`config.mk`:
```
export PLATFORM = sky130hd
export DESIGN_NAME = http_chunked_body_decoder
export DESIGN_NICKNAME = d
export VERILOG_FILES = /design/src/hdl/hcbd_pkg.sv /design/src/hdl/http_chunked_body_decoder.sv
export SDC_FILE = /design/constraint.sdc
export NUM_CORES = 1
export LEC_CHECK = 0
export BUFFER_PORTS_ARGS = -buffer_cell sky130_fd_sc_hd__buf_2
export CAP_MARGIN = 20
export CELL_PAD_IN_SITES_DETAIL_PLACEMENT = 1
export CELL_PAD_IN_SITES_GLOBAL_PLACEMENT = 1
export CORE_ASPECT_RATIO = 1.1
export CORE_MARGIN = 5
export CORE_UTILIZATION = 50
export DETAILED_ROUTE_END_ITERATION = 10
export PLACE_DENSITY = 0.82
export SLEW_MARGIN = 20
export SYNTH_ARGS = -nofsm -noshare
export SYNTH_HDL_FRONTEND = slang
export SYNTH_SLANG_ARGS = --single-unit
```
`constraint.sdc`:
```
create_clock -name clk -period 10.3 [get_ports clk]
set_input_delay 0.515 -clock clk [delete_from_list [all_inputs] [get_ports clk]]
set_output_delay 0.515 -clock clk [all_outputs]
set_load 0.02 [all_outputs]
```
`src/hdl/hcbd_pkg.sv`:
```
// ----------------------------------------------------------------------------
// hcbd_pkg
// Types, byte codes and hex digit helpers for the chunked body decoder.
// ----------------------------------------------------------------------------
package hcbd_pkg;

  // Parse phase of the decoder
  typedef enum logic [2:0] {
    PH_SIZE_FIRST  = 3'd0,
    PH_SIZE_DIGITS = 3'd1,
    PH_SIZE_PAD    = 3'd2,
    PH_DATA        = 3'd3,
    PH_DATA_TAIL   = 3'd4,
    PH_DONE        = 3'd5,
    PH_ERROR       = 3'd6
  } phase_t;

  // Classification of each byte
  typedef enum logic [2:0] {
    K_FRAMING   = 3'd0,
    K_PAYLOAD   = 3'd1,
    K_CHUNK_END = 3'd2,
    K_BODY_END  = 3'd3,
    K_ERROR     = 3'd4,
    K_IGNORED   = 3'd5
  } kind_t;

  localparam logic [7:0] CH_CR = 8'h0D;
  localparam logic [7:0] CH_LF = 8'h0A;
  localparam logic [7:0] CH_SP = 8'h20;

  // Radix 16: each digit shifts the size by one nibble
  localparam int RADIX_BITS  = 4;
  localparam int TOTAL_BITS  = 40;
  localparam int REPORT_BITS = 63;

  function automatic logic is_hex(input logic [7:0] c);
    return (c inside {[8'h30:8'h39], [8'h41:8'h46], [8'h61:8'h66]});
  endfunction

  function automatic logic [RADIX_BITS-1:0] hex_digit(input logic [7:0] c);
    logic [7:0] v;
    if (c inside {[8'h30:8'h39]}) begin
      v = c - 8'h30;
    end else if (c inside {[8'h41:8'h46]}) begin
      v = c - 8'h37;
    end else begin
      v = c - 8'h57;
    end
    return v[RADIX_BITS-1:0];
  endfunction

endpackage

```
`src/hdl/http_chunked_body_decoder.sv`:
```
// ----------------------------------------------------------------------------
// http_chunked_body_decoder
// Strips chunked transfer framing from an HTTP body, one byte per item.
// ----------------------------------------------------------------------------
// Takes one body byte per cycle while data_stall is low and returns one
// classified result per byte. Each byte passes through the input register,
// then the result register.
// The parse state (phase, chunk size, bytes left, body length) is updated
// once per byte, so a byte may follow in every cycle unless the result
// register stalls, when the input register lets one byte wait. The
// chunk size saturates at 2^SIZE_BITS - 1 and the body length at 2^40 - 1.
// An error is sticky until a byte with start_of_body set.
module http_chunked_body_decoder
  import hcbd_pkg::*;
#(
  parameter int SIZE_BITS = 63
) (
  input  logic                   clk,
  input  logic                   rst,
  input  logic                   data_valid,
  output logic                   data_stall,
  input  logic [7:0]             data_byte,
  input  logic                   start_of_body,
  output logic                   result_valid,
  input  logic                   result_stall,
  output logic [2:0]             kind,
  output logic [7:0]             payload_byte,
  output logic [REPORT_BITS-1:0] chunk_len,
  output logic [TOTAL_BITS-1:0]  body_length
);

  localparam logic [SIZE_BITS-1:0]  SIZE_MAX  = '1;
  localparam logic [TOTAL_BITS-1:0] TOTAL_MAX = '1;

  // Input register
  logic       s1_valid;
  logic [7:0] s1_byte;
  logic       s1_sob;

  // Parse state
  phase_t                phase, phase_next;
  logic [SIZE_BITS-1:0]  current_size, current_size_next;
  logic [SIZE_BITS-1:0]  bytes_left, bytes_left_next;
  logic [TOTAL_BITS-1:0] payload_total, payload_total_next;

  kind_t      kind_next;
  logic [7:0] pay_next;

  logic advance;
  logic take;
  logic step;

  // Handshake: result register frees when empty or taken
  assign advance    = !result_valid || !result_stall;
  assign data_stall = s1_valid && !advance;
  assign take       = data_valid && !data_stall;
  assign step       = s1_valid && advance;

  always_ff @(posedge clk) begin
    if (rst) begin
      s1_valid <= 1'b0;
    end else begin
      s1_valid <= take || (s1_valid && !advance);
    end
    if (take) begin
      s1_byte <= data_byte;
      s1_sob  <= start_of_body;
    end
  end

  // Per-byte parse step
  always_comb begin
    phase_t                ph;
    logic [SIZE_BITS-1:0]  cs;
    logic [SIZE_BITS-1:0]  bl;
    logic [TOTAL_BITS-1:0] pt;
    logic                  hex;
    logic [RADIX_BITS-1:0] dig;
    logic [SIZE_BITS-1:0]  cs_added;
    logic                  sp_or_cr;

    // start of body clears state before the byte is taken
    ph  = s1_sob ? PH_SIZE_FIRST : phase;
    cs  = s1_sob ? '0 : current_size;
    bl  = s1_sob ? '0 : bytes_left;
    pt  = s1_sob ? '0 : payload_total;
    hex = is_hex(s1_byte);
    dig = hex_digit(s1_byte);
    sp_or_cr = (s1_byte == CH_CR) || (s1_byte == CH_SP);

    // saturating shift-in of one hex digit
    if (|cs[SIZE_BITS-1 -: RADIX_BITS]) begin
      cs_added = SIZE_MAX;
    end else begin
      cs_added = {cs[SIZE_BITS-RADIX_BITS-1:0], dig};
    end

    phase_next         = ph;
    current_size_next  = cs;
    bytes_left_next    = bl;
    payload_total_next = pt;
    kind_next          = K_ERROR;
    pay_next           = 8'h00;

    case (ph)
      PH_SIZE_FIRST: begin
        if (hex) begin
          current_size_next = SIZE_BITS'(dig);
          phase_next        = PH_SIZE_DIGITS;
          kind_next         = K_FRAMING;
        end else begin
          phase_next = PH_ERROR;
        end
      end
      PH_SIZE_DIGITS, PH_SIZE_PAD: begin
        if (hex && ph == PH_SIZE_DIGITS) begin
          current_size_next = cs_added;
          kind_next         = K_FRAMING;
        end else if (sp_or_cr) begin
          phase_next = PH_SIZE_PAD;
          kind_next  = K_FRAMING;
        end else if (s1_byte == CH_LF) begin
          if (cs == '0) begin
            phase_next = PH_DONE;
            kind_next  = K_BODY_END;
          end else begin
            bytes_left_next = cs;
            phase_next      = PH_DATA;
            kind_next       = K_FRAMING;
          end
        end else begin
          phase_next = PH_ERROR;
        end
      end
      PH_DATA: begin
        kind_next = K_PAYLOAD;
        pay_next  = s1_byte;
        if (pt != TOTAL_MAX) begin
          payload_total_next = pt + TOTAL_BITS'(1);
        end
        if (bl != '0) begin
          bytes_left_next = bl - SIZE_BITS'(1);
        end
        // last payload byte when at most one was left
        if (bl[SIZE_BITS-1:1] == '0) begin
          phase_next = PH_DATA_TAIL;
        end
      end
      PH_DATA_TAIL: begin
        if (s1_byte == CH_CR) begin
          kind_next = K_FRAMING;
        end else if (s1_byte == CH_LF) begin
          kind_next  = K_CHUNK_END;
          phase_next = PH_SIZE_FIRST;
        end else begin
          phase_next = PH_ERROR;
        end
      end
      PH_DONE: begin
        kind_next = K_IGNORED;
      end
      default: begin
        phase_next = PH_ERROR;
        kind_next  = K_ERROR;
      end
    endcase
  end

  // State and result registers
  always_ff @(posedge clk) begin
    if (rst) begin
      phase         <= PH_SIZE_FIRST;
      current_size  <= '0;
      bytes_left    <= '0;
      payload_total <= '0;
      result_valid  <= 1'b0;
    end else begin
      if (step) begin
        phase         <= phase_next;
        current_size  <= current_size_next;
        bytes_left    <= bytes_left_next;
        payload_total <= payload_total_next;
      end
      if (advance) begin
        result_valid <= s1_valid;
      end
    end
    if (step) begin
      kind         <= 3'(kind_next);
      payload_byte <= pay_next;
      chunk_len    <= REPORT_BITS'(current_size_next);
      body_length  <= payload_total_next;
    end
  end

  // Checks
  a_error_sticky: assert property (@(posedge clk) disable iff (rst)
    (step && !s1_sob && phase == PH_ERROR) |=> (kind == 3'(K_ERROR)))
    else $error("error phase left without start of body");

  a_data_count: assert property (@(posedge clk) disable iff (rst)
    (phase == PH_DATA) |-> (bytes_left != '0))
    else $error("data phase with no bytes left");

  a_total_grows: assert property (@(posedge clk) disable iff (rst)
    (step && !s1_sob) |=> (payload_total >= $past(payload_total)))
    else $error("body length went down within a body");

  a_pay_zero: assert property (@(posedge clk) disable iff (rst)
    (result_valid && kind != 3'(K_PAYLOAD)) |-> (payload_byte == 8'h00))
    else $error("payload byte set on a non-payload result");

endmodule
```
==> summary.txt <==
Critical path
  • Max FO, Critical Path: 100
  • Worst setup EP type: flip-flop
  • Critical Path Start Type: flip-flop
  • Critical Path RT: between 10000 and 15000 ps
  • R2r setup slk: 6000 ps
  • Critical path class: flip-flop to flip-flop
  • Worst path arrival time: 4680 ps

Global route
  • First-pass GRT wire length: 99200 µm
  • Grt ovf: 0
  • GR Util All Layers: 0.336
  • Largest net degree at the start of global routing: 101
  • Number of global-route vias before repair: 16800
  • Antenna violations before repair: 0

Clocking
  • Longest Clk Path Bufs: 3
  • Clk sinks: 294
  • H-tree Lvls: 2
  • Clock buffer count from CTS: 34
  • Clock-pin slew on the worst setup and hold paths: 60 ps
  • Root buffer cell: clkbuf_16
  • CTS resizes: 0
  • Cts-stage hold buffer count: 0
  • Clock latency on the worst-skew pair: 540 ps
  • CTS tree: yes
  • Post-CTS setup buffers: 0

Route
  • Remaining routing DRC violations: 0
  • 1st-pass router iterations: 5
  • Number of routed nets with antenna violations: 0
  • Vias: 16600
  • DR iter-0 viols: around 1400
  • Drt via density: approximately 6.8
  • Routed len/inst: 26.2 µm
  • Drt total wl: around 64000 µm

Synthesis
  • Syn Area/Cell: 8.45 µm²
  • Syn Nets: 1978
  • Yosys Warn Count: 0
  • Syn Inst Count: 1959
  • Cell taking the most area after synthesis: edfxtp_1
  • Ys async rst share: 0
  • Post-Syn Area: 16600 µm²
  • Number of synthesized flops with an enable pin: 123
  • Share of the synthesized area in the top cell type: 0.223
  • Post-synth cell types: approximately 90
  • Sequential fraction of the synthesis area: 0.430
  • Top FF cell, synth: dfxtp_1
  • Yosys reg bits: 294
  • Dominant cells by area after synthesis: edfxtp_1 22%, dfxtp_1 21%, nor2_1 5.5%

STA
  • Final Max Slew Viols: 0
  • Final hold viol count: 0
  • Period utilization: 0.417
  • Final min period: 4300 ps
  • Max Freq: 0.233 GHz
  • RSZ-0062 raised after global routing: false
  • Setup violations, final: 0
  • Fin worst setup slack: 6000 ps
  • Hold slack: 154 ps
  • Worst rel slew slack: 0.222
  • Worst clock skew: 23.2 ps
  • Setup TNS: 0 ps
  • Worst Tran Pin Value: 1150 ps

Outcome
  • Outcome: completed

Min path
  • Hold/Removal Path Class: input port to flip-flop

Placement
  • Pre-CTS setup slack: 6080 ps
  • Dpl hpwl: 42400 µm
  • Input/output buffers: between 100 and 150
  • Inst Count DP: 2389
  • GP Congestion: between 0.9 and 1

Power
  • NetSw: 809 µW
  • Internal power: ~2.1 mW
  • Net Sw Frac: 0.279
  • Static leakage: 6.45 nW
  • PD cells: 156 nW/µm²
  • Gate power share: 0.123
  • Peak VDD IR: 0.127 mV
  • Clock network power share: 0.430
  • Sequential power share: 0.447

Flow run
  • Max-Cap Viols: 0

Floorplanning
  • Core Region: 32500 µm²
  • Initial Utilization: 0.509
  • Standard-cell rows: 69
  • IO Pins: 129
  • Full die area: 36900 µm²
  • Die Height: 201 µm
  • Die Wd: 183 µm

Finish
  • Layout Cells excl Fill: 2451
  • Area grow syn2layout: 12.0%
  • Share of cells above drive strength 1: 0.133
  • Multi-input gate area: 8780 µm²
  • Nets@finish: 2019
  • Diodes inserted: 0
  • Register area: a little over 7000 µm²
  • FILL cells: 3893
-- per-layer routing --
metal  share of wire  global-route usage  vias to the layer above
met2            0.48               0.553                      777
li1                -                   -                     7377
met3           0.076              0.0569                      171
met4           0.043               0.134                        0
met5               0                   0                        -
met1            0.41               0.440                     8301
-- critical path: stages (launching register included) --
cell and delay [ps]:
edfxtp_1 380, buf_12 380, clkinv_2 730, nand2_1 400
ha_1 190, o21ai_0 270, or3_1 530, a2111o_1 520
or4_1 550, nand3_1 90, a31oi_1 80
-- placed cells by master (no fill, tap or decap), drive strengths merged, types with 12 or more instances in the layout --
master / n
a2111oi: 12
a211oi: 21
a21oi: 140
a221o: 15
a31oi: 59
and2: 15
and3: 15
buf: 160
clkbuf: 47
dfxtp: 171
edfxtp: 123
inv: 20
mux2i: 25
nand2: 233
nand3: 52
nand4: 16
nor2: 243
nor2b: 49
nor3: 50
nor4: 57
o211ai: 17
o21a: 24
o21ai: 159
o32ai: 21
or3: 33
or4: 14
xnor2: 29
-- per-stage QoR --
step,total power [mW],utilization,area (µm²)
global route,2.99,0.570,18500
detailed placement,1.66,0.535,17400
floorplan,1.54,-,16600
finish,2.90,0.570,18500
global placement,1.65,0.535,17400
CTS,2.90,0.569,18500
-- worst paths after layout --
kind	end	start	cells after the start
max	bytes_left[62]	s1_sob	10
min	s1_byte[4]	data_byte[4]	1
max reg2reg	bytes_left[62]	s1_sob	10
min reg2reg	current_size[34]	current_size[34]	2
-- power groups by stage --
| stage | logic [mW] | clock network, mW | registers, mW |
|---|---|---|---|
| 5_1_grt | 0.379 | 1.31 | 1.30 |
| 3_3_place_gp | 0.337 | 0 | 1.31 |
| 2_1_floorplan | 0.216 | 0 | 1.33 |
| 4_1_cts | 0.350 | 1.25 | 1.29 |
| 3_5_place_dp | 0.346 | 0 | 1.32 |
| 6_report | 0.357 | 1.25 | 1.29 |
-- layout make-up --
cell class | count | area share
multi-input combinational | 1489 | 0.473
sequential | 294 | 0.384
clock buffer | 47 | 0.0521
timing repair buffer | 161 | 0.0490
tap | 426 | 0.0287
clock inverter | 14 | 0.00864
inverter | 20 | 0.00452
-- registers in the layout (all words and copies together) (netlist names) --
register       count
body_length       40
kind               3
current_size      63
payload_byte       8
result_valid       1
phase              3
s1_valid           1
payload_total     40
bytes_left        63
s1_byte            8
s1_sob             1
chunk_len         63
-- kinds of logic after synthesis --
logic type               Yosys count  share of synthesized area
AND/OR/NAND/NOR                  826                      0.246
AO/OA/AOI/OAI                    586                      0.235
flip-flops                       294                      0.430
buffers and inverters            176                     0.0440
XOR/XNOR                          39                     0.0206
multiplexers                      32                     0.0199
adder cells (fa/ha/maj)            6                    0.00454
-- synthesized netlist by cell type, types with 10 or more instances --
| cell | n |
|---|---|
| nor2_1 | 243 |
| nand2_1 | 233 |
| dfxtp_1 | 171 |
| o21ai_0 | 157 |
| a21oi_1 | 136 |
| edfxtp_1 | 123 |
| clkbuf_1 | 104 |
| a31oi_1 | 59 |
| nand3_1 | 52 |
| nor3_1 | 50 |
| nor2b_1 | 49 |
| nor4_1 | 46 |
| or3_1 | 33 |
| buf_2 | 30 |
| xnor2_1 | 29 |
| mux2i_1 | 25 |
| o21a_1 | 24 |
| o32ai_1 | 21 |
| inv_1 | 19 |
| a211oi_1 | 18 |
| buf_1 | 17 |
| o211ai_1 | 17 |
| nand4_1 | 16 |
| a221o_1 | 15 |
| and2_1 | 15 |
| and3_1 | 15 |
| or4_1 | 12 |
| o22ai_1 | 11 |
| a21o_1 | 10 |
| o311ai_0 | 10 |
| xor2_1 | 10 |
(Power assumes the default switching activity.)
